File: config.mk
export PLATFORM = sky130hd
export DESIGN_NAME = stream_delimiter_tokenizer
export DESIGN_NICKNAME = d
export VERILOG_FILES = /design/src/hdl/sdt_pkg.sv /design/src/hdl/sdt_match.sv /design/src/hdl/sdt_out.sv /design/src/hdl/stream_delimiter_tokenizer.sv
export SDC_FILE = /design/constraint.sdc
export NUM_CORES = 1
export LEC_CHECK = 0
export BUFFER_PORTS_ARGS = -buffer_cell sky130_fd_sc_hd__clkbuf_2
export CAP_MARGIN = 20
export CORE_ASPECT_RATIO = 0.9
export CORE_MARGIN = 5
export CORE_UTILIZATION = 63
export CTS_CLUSTER_DIAMETER = 40
export DETAILED_ROUTE_END_ITERATION = 8
export PLACE_DENSITY = 0.85
export SYNTH_ARGS = -nofsm -noshare
export SYNTH_HDL_FRONTEND = slang
export SYNTH_SLANG_ARGS = --single-unit
File: constraint.sdc
create_clock -name clk -period 5.4 [get_ports clk]
set_input_delay 0.81 -clock clk [delete_from_list [all_inputs] [get_ports clk]]
set_output_delay 0.81 -clock clk [all_outputs]
set_load 0.02 [all_outputs]
File: src/hdl/sdt_pkg.sv
// Shared types and constants for the stream delimiter tokenizer.
// Used by sdt_out and stream_delimiter_tokenizer.
package sdt_pkg;

	// Default window depth, the largest delimiter the window can hold.
	localparam int MAX_DELIM_DEF = 8;

	// Configuration register indexes and their reset values.
	localparam int CFG_IDX_W = 1;
	localparam logic [CFG_IDX_W-1:0] REG_DELIM_LEN   = 1'b0;
	localparam logic [CFG_IDX_W-1:0] REG_DELIM_BYTES = 1'b1;
	localparam logic [3:0]  DELIM_LEN_RST   = 4'd1;
	localparam logic [63:0] DELIM_BYTES_RST = 64'd44;

	// Sequencer states.
	typedef enum logic [2:0] {
		ST_IDLE,
		ST_LOAD,
		ST_SCAN,
		ST_FLUSH,
		ST_DONE
	} state_t;

	// One token byte handed from the sequencer to the output stage.
	typedef struct packed {
		logic       valid;
		logic [7:0] ch;
		logic       last;
	} emit_t;

endpackage

File: src/hdl/sdt_match.sv
// Shared window compare unit: checks the window against the delimiter prefix.
// Depends on sdt_pkg only through the instantiating top level.
module sdt_match #(
	parameter int MAX_DELIM = 8,
	parameter int FILL_W    = 4
) (
	input  logic [MAX_DELIM*8-1:0] win,
	input  logic [FILL_W-1:0]      fill,
	input  logic [3:0]             len,
	input  logic [63:0]            delim_bytes,
	output logic                   ok
);

	localparam int CMP_W = (FILL_W > 4) ? FILL_W : 4;

	// The window is a delimiter prefix when it is no longer than the delimiter
	// and every valid byte equals the delimiter byte at the same place.
	always_comb begin
		ok = (CMP_W'(fill) <= CMP_W'(len));
		for (int i = 0; i < MAX_DELIM; i++) begin
			if ((CMP_W'(i) < CMP_W'(fill)) &&
			    (win[i*8 +: 8] != delim_bytes[(i % 8)*8 +: 8])) begin
				ok = 1'b0;
			end
		end
	end

endmodule

File: src/hdl/sdt_out.sv
// Output stage: one pending word and one output register with stall.
// The pending word learns its run_last flag when the next word or the end of
// the item arrives. Depends on sdt_pkg.
module sdt_out (
	input  logic          clk,
	input  logic          arst_n,
	input  sdt_pkg::emit_t req,
	input  logic          fin,
	output logic          ready,
	output logic          out_valid,
	input  logic          out_stall,
	output logic [7:0]    out_char,
	output logic          token_last,
	output logic          run_last
);

	logic       pend_valid_q;
	logic [7:0] pend_char_q;
	logic       pend_last_q;
	logic       out_valid_q;
	logic [7:0] out_char_q;
	logic       token_last_q;
	logic       run_last_q;
	logic       out_free;
	logic       push_new;
	logic       push_fin;

	// A word may move out when the output register is empty or being taken.
	assign out_free = !out_valid_q || !out_stall;
	assign ready    = !pend_valid_q || out_free;
	assign push_new = req.valid && ready;
	assign push_fin = fin && ready && pend_valid_q;

	// Valid flags.
	always_ff @(posedge clk or negedge arst_n) begin
		if (!arst_n) begin
			pend_valid_q <= 1'b0;
			out_valid_q  <= 1'b0;
		end else begin
			if (push_new) begin
				pend_valid_q <= 1'b1;
			end else if (push_fin) begin
				pend_valid_q <= 1'b0;
			end
			if ((push_new && pend_valid_q) || push_fin) begin
				out_valid_q <= 1'b1;
			end else if (out_valid_q && !out_stall) begin
				out_valid_q <= 1'b0;
			end
		end
	end

	// Payload.
	always_ff @(posedge clk) begin
		if (push_new) begin
			pend_char_q <= req.ch;
			pend_last_q <= req.last;
			if (pend_valid_q) begin
				out_char_q   <= pend_char_q;
				token_last_q <= pend_last_q;
				run_last_q   <= 1'b0;
			end
		end else if (push_fin) begin
			out_char_q   <= pend_char_q;
			token_last_q <= pend_last_q;
			run_last_q   <= 1'b1;
		end
	end

	assign out_valid  = out_valid_q;
	assign out_char   = out_char_q;
	assign token_last = token_last_q;
	assign run_last   = run_last_q;

endmodule

File: src/hdl/stream_delimiter_tokenizer.sv
// Top level of the stream delimiter tokenizer: sequencer, match window, config.
// Depends on sdt_pkg, sdt_match and sdt_out.
//
//  channel | valid     | stall     | payload
//  input   | in_valid  | in_stall  | ch, is_end
//  output  | out_valid | out_stall | out_char, token_last, run_last
//
// An item steps through accept, load, scan, flush and done; no new word is taken
// until it is done. Load first shifts a byte out of a full window, scan shifts
// out bytes until the window is a delimiter prefix, flush shifts out each byte
// at end of string; the MAX_DELIM-byte window and its single compare unit set these shifts.
// Output stalls hold the sequencer only on steps that emit a word or finish the item.
// Reset empties the window, drops the held byte and loads the configuration
// reset values; the input stalls while reset is asserted.
module stream_delimiter_tokenizer #(
	parameter int MAX_DELIM = sdt_pkg::MAX_DELIM_DEF
) (
	input  logic                        clk,
	input  logic                        arst_n,
	input  logic                        in_valid,
	output logic                        in_stall,
	input  logic [7:0]                  ch,
	input  logic                        is_end,
	output logic                        out_valid,
	input  logic                        out_stall,
	output logic [7:0]                  out_char,
	output logic                        token_last,
	output logic                        run_last,
	input  logic                        cfg_we,
	input  logic [sdt_pkg::CFG_IDX_W-1:0] cfg_idx,
	input  logic [63:0]                 cfg_data
);

	localparam int FILL_W  = $clog2(MAX_DELIM + 1);
	localparam int LEN_CAP = (MAX_DELIM < 8) ? MAX_DELIM : 8;

	sdt_pkg::state_t state_q, state_d;
	logic [3:0]  delim_len_q;
	logic [63:0] delim_bytes_q;
	logic [7:0]  win_q [MAX_DELIM];
	logic [MAX_DELIM*8-1:0] win_flat;
	logic [FILL_W-1:0] fill_q;
	logic [7:0]  held_char_q;
	logic        held_valid_q;
	logic [7:0]  ch_q;
	logic        end_q;
	logic [3:0]  len;
	logic        match_ok;
	logic        full_match;
	logic        ready;
	logic        go;
	logic        do_shift;
	logic        do_append;
	logic        do_clear;
	logic        fin;
	sdt_pkg::emit_t emit;

	// Configuration registers.
	always_ff @(posedge clk or negedge arst_n) begin
		if (!arst_n) begin
			delim_len_q   <= sdt_pkg::DELIM_LEN_RST;
			delim_bytes_q <= sdt_pkg::DELIM_BYTES_RST;
		end else if (cfg_we) begin
			case (cfg_idx)
				sdt_pkg::REG_DELIM_LEN:   delim_len_q   <= cfg_data[3:0];
				sdt_pkg::REG_DELIM_BYTES: delim_bytes_q <= cfg_data;
				default: ;
			endcase
		end
	end

	// Effective delimiter length, clamped to the supported range.
	always_comb begin
		len = delim_len_q;
		if (len == 4'd0) begin
			len = 4'd1;
		end
		if (len > 4'(LEN_CAP)) begin
			len = 4'(LEN_CAP);
		end
	end

	always_comb begin
		for (int i = 0; i < MAX_DELIM; i++) begin
			win_flat[i*8 +: 8] = win_q[i];
		end
	end

	sdt_match #(
		.MAX_DELIM (MAX_DELIM),
		.FILL_W    (FILL_W)
	) u_match (
		.win         (win_flat),
		.fill        (fill_q),
		.len         (len),
		.delim_bytes (delim_bytes_q),
		.ok          (match_ok)
	);

	assign full_match = match_ok && ({1'b0, fill_q} == (FILL_W + 1)'(len));

	// Actions of the current step.
	always_comb begin
		do_shift  = 1'b0;
		do_append = 1'b0;
		do_clear  = 1'b0;
		fin       = 1'b0;
		emit      = '0;
		case (state_q)
			sdt_pkg::ST_LOAD: begin
				if ({1'b0, fill_q} >= (FILL_W + 1)'(MAX_DELIM)) begin
					do_shift = 1'b1;
				end else begin
					do_append = 1'b1;
				end
			end
			sdt_pkg::ST_SCAN: begin
				if (fill_q != '0) begin
					if (full_match) begin
						do_clear = 1'b1;
						emit.last = 1'b1;
					end else if (!match_ok) begin
						do_shift = 1'b1;
					end
				end
			end
			sdt_pkg::ST_FLUSH: begin
				if (end_q) begin
					if (fill_q != '0) begin
						do_shift = 1'b1;
					end else begin
						do_clear = 1'b1;
						emit.last = 1'b1;
					end
				end
			end
			sdt_pkg::ST_DONE: begin
				fin = 1'b1;
			end
			default: ;
		endcase
		// Shifting or clearing sends out the held byte if there is one.
		emit.valid = (do_shift || do_clear) && held_valid_q;
		emit.ch    = held_char_q;
	end

	assign go       = !(emit.valid || fin) || ready;
	assign in_stall = !arst_n || (state_q != sdt_pkg::ST_IDLE);

	// Next state.
	always_comb begin
		state_d = state_q;
		case (state_q)
			sdt_pkg::ST_IDLE: begin
				if (in_valid) begin
					state_d = sdt_pkg::ST_LOAD;
				end
			end
			sdt_pkg::ST_LOAD: begin
				if (go && do_append) begin
					state_d = sdt_pkg::ST_SCAN;
				end
			end
			sdt_pkg::ST_SCAN: begin
				if (go && !do_shift) begin
					state_d = sdt_pkg::ST_FLUSH;
				end
			end
			sdt_pkg::ST_FLUSH: begin
				if (go && !do_shift) begin
					state_d = sdt_pkg::ST_DONE;
				end
			end
			sdt_pkg::ST_DONE: begin
				if (go) begin
					state_d = sdt_pkg::ST_IDLE;
				end
			end
			default: state_d = sdt_pkg::ST_IDLE;
		endcase
	end

	// Control state: sequencer, window fill and held flag.
	always_ff @(posedge clk or negedge arst_n) begin
		if (!arst_n) begin
			state_q      <= sdt_pkg::ST_IDLE;
			fill_q       <= '0;
			held_valid_q <= 1'b0;
		end else begin
			state_q <= state_d;
			if (go) begin
				if (do_shift) begin
					fill_q       <= fill_q - 1'b1;
					held_valid_q <= 1'b1;
				end else if (do_append) begin
					fill_q <= fill_q + 1'b1;
				end else if (do_clear) begin
					fill_q       <= '0;
					held_valid_q <= 1'b0;
				end
			end
		end
	end

	// Payload: captured word, window bytes and held byte.
	always_ff @(posedge clk) begin
		if (state_q == sdt_pkg::ST_IDLE && in_valid) begin
			ch_q  <= ch;
			end_q <= is_end;
		end
		if (go && do_shift) begin
			held_char_q <= win_q[0];
			for (int i = 0; i < MAX_DELIM - 1; i++) begin
				win_q[i] <= win_q[i+1];
			end
		end else if (go && do_append) begin
			for (int i = 0; i < MAX_DELIM; i++) begin
				if (FILL_W'(i) == fill_q) begin
					win_q[i] <= ch_q;
				end
			end
		end
	end

	sdt_out u_out (
		.clk        (clk),
		.arst_n     (arst_n),
		.req        (emit),
		.fin        (fin),
		.ready      (ready),
		.out_valid  (out_valid),
		.out_stall  (out_stall),
		.out_char   (out_char),
		.token_last (token_last),
		.run_last   (run_last)
	);

endmodule

==> results.md <==
* Status: complete, no violations
* Layout cells sized above 1 at between 40% and 50%
* Crit-path max FO at 16
* CTS clk-pin slew, worst paths at 0.07 ns
* Fmax at approximately 240 MHz
* Residual DRC count at 0
* Max-Cap Viols at 0
* Max Clock Skew at 0.00922 ns
* GRT overflow at 0
* R2R cell count at 10
* Vias in the first global route at roughly 4800
* Total Negative Setup Slacks at 0 ns
* Slowest stage delay, CP at 0.78 ns
* Number of I/O pins at slightly above 90
* Mapped Avg Cell Area at 14.8 um2
* Ys async rst share at 43.8%
* Yosys reg bits at 178
* Cell count after synthesis at 531
* Layout net count at slightly above 700
* Critical path's top delay family: simple AND/OR/NAND/NOR gates
* Post-synth EDFFs at 100
* Worst Setup SP: fill_q[1]$_DFFE_PN0P_
* Diode count at 0
* Critical-path cell list: inv_1 -> ha_1 -> inv_2 -> nor3_1 -> a21oi_1 -> a2111oi_2 -> nand4_1 -> o21ai_1 -> nand2b_1 -> nand2_1
* First-pass GRT wire length at 25900 um
* FF-to-FF Start: fill_q[1]$_DFFE_PN0P_
* Clk root buf: clkbuf_16
* Core area at 0.0121 mm2
* Post-Syn Area at ~0.008 mm2
* Row Count at 38
* Die X at ~130 um
* Port Buffers at 90
* Vias at 4659
* Total leakage power at 3.65 nW
* Post_cts resized at 0
* Final ANT Viol Nets at 0
* Gpl congestion at around 1.0
* Initial drt markers at roughly 540
* Main flop type after synthesis: edfxtp_1
* GRT Total Usage at a little under a quarter
* Worst-Margin Slew at 0.893 ns
* DIE HEIGHT at 116 um
* Routed vias/inst at 5.82
* TritonCTS buffer count at 17
* Setup Viol. Count Final at 0
* Post-Syn Nets at 618
* RSZ-0062 raised after global routing: no
* Slew Viols, Final at 0
* Worst vdd ir at 319 uV
* Crit path buffers/inverters at 2
* Unique masters post-synth at 46
* Req. time, crit path at 5.48 ns
* Max clock buf depth at 2
* Initial antenna violation count at 0
* CP Capture Type: flip-flop
* Dpl hpwl at 11600 um
* Setup Fix Bufs, Post-CTS at 0
* Starting Density at between 60% and 70%
* Largest net degree at the start of global routing at 65
* Total chip power at 0.00511 W
* CP arrival at between 4 and 5 ns
* Critical path launch point type: flip-flop
* Worst skew pair latency at 0.44 ns
* Sequential element share of the synthesized area at 63.1%
* Clock Sinks at 178
* Hold Violations, Final at 0
* Relative slew margins at 40.5%
* Power Dens Cells at 563 mW/mm2
* Final core occ at 74.9%
* Slowest stage cell, crit path: nand2b_1
* Minimum clock period at 4.15 ns
* Drt first pass iters at 5
* Post-CTS Hold Buffers at 0
* CTS tree: done
* Area growth syn-to-layout at 15.4%
* Total wire length at 16300 um
* WS Path Type: reg -> reg
* Syn. warnings at 0
* Routed len/inst at 20.3 um
* H-tree depth at 4
* Die area at ~0.015 mm2
* Hold Path Class: in -> async
* Tcrit/Tclk final at 76.8%
* Instance count on the critical path at 10
* Final WS setup at 1.25 ns
* Post-place setup slack at 1.44 ns
## stage by stage
step / hold WS, ns / instance area (um2) / cells
after global routing: 0.384 / 9070 / 801
after CTS: 0.359 / 9070 / 801
final: 0.338 / 9070 / 801
after global placement: 0.403 / 8470 / 769
after detailed placement: 0.405 / 8470 / 769
after floorplan: 0.400 / 7860 / 531
## where the power goes
group          switching (W)  total [W]  leakage [nW]  internal [W]
Clock               0.000510    0.00125         0.288      0.000736
Combinational       0.000761    0.00137          1.53      0.000607
Sequential          0.000380    0.00249          1.84       0.00211
## per-layer routing
layer  GRT usage [%]  routed length [um]
met1            30.9                6650
met2            39.2                8180
met3            6.68                1210
met4            6.58                 239
met5               0                   0
## cell type report
type                       count  area [um2]
clock buffer                  18         439
clock inverter                14         161
fill                         756        3050
inverter                       8        30.0
multi-input combinational    330        2810
sequential                   178        4960
tap                          160         200
timing repair buffer          93         475
## Yosys cell counts, drive strengths merged, types with 4 or more instances
cell,number,area [um2]
a21oi,12,60.1
nand4,7,43.8
nor4,12,87.6
clkbuf,12,45.0
dfstp,4,105
inv,8,30.0
dfrtp,74,1850
xor2,48,420
nor3,6,30.0
ha,8,100
nor2,11,41.3
o21ai,12,60.1
xnor2,16,140
edfxtp,100,3000
nor2b,4,25.0
mux2,124,1400
nand2,34,128
## sequential cells by signal, summed over array words and instances, names as in the netlist
| name | flops |
|---|---|
| u_out.out_valid | 1 |
| u_out.pend_valid_q | 1 |
| ch_q | 8 |
| held_valid_q | 1 |
| end_q | 1 |
| state_q | 3 |
| u_out.run_last | 1 |
| u_out.pend_char_q | 8 |
| held_char_q | 8 |
| u_out.out_char | 8 |
| delim_bytes_q | 64 |
| fill_q | 4 |
| u_out.token_last | 1 |
| u_out.pend_last_q | 1 |
| delim_len_q | 4 |
| win_q | 64 |
## layout by cell type (no fill, tap or decap), drive strengths merged, types with 3 or more instances in the layout
cell type and instances:
dfrtp 74, nor3 6, xnor2 16, bufinv 3, o21ai 12, mux2 124, xor2 48, buf 4
clkinv 6, o31ai 3, o21a 3, nor2b 4, dfstp 4, a21oi 12, ha 8, nor2 11
edfxtp 100, nand2b 3, inv 10, nand2 34, clkinvlp 3, nand4 7, nor4 12, clkbuf 107
or3 3
## logic make-up (layout without fill, tap and decap cells)
group | count (synthesis) | in the layout | synth area share (%)
AO/OA/AOI/OAI | 39 | 39 | 3.12
XOR/XNOR | 64 | 64 | 7.13
adder cells (fa/ha/maj) | 8 | 8 | 1.27
buffers and inverters | 23 | 133 | 1.21
flip-flops | 178 | 178 | 63.1
multiplexers | 124 | 124 | 17.8
AND/OR/NAND/NOR | 95 | 95 | 6.37
## path summary, 6_finish.rpt
kind,to,slack (ns)
worst max-delay path,win_q[0][8]$_DFFE_PP_,1.25
worst min-delay path,delim_bytes_q[46]$_DFFE_PN0P_,0.34
worst max register to register,win_q[0][8]$_DFFE_PP_,1.25
worst min register to register,u_out.out_char[4]$_DFFE_PP_,0.42
max in group asynchronous,delim_len_q[0]$_DFFE_PN1P_,4.10
min in group clk,u_out.out_char[4]$_DFFE_PP_,0.42
Power figures use the tool's default switching activity.
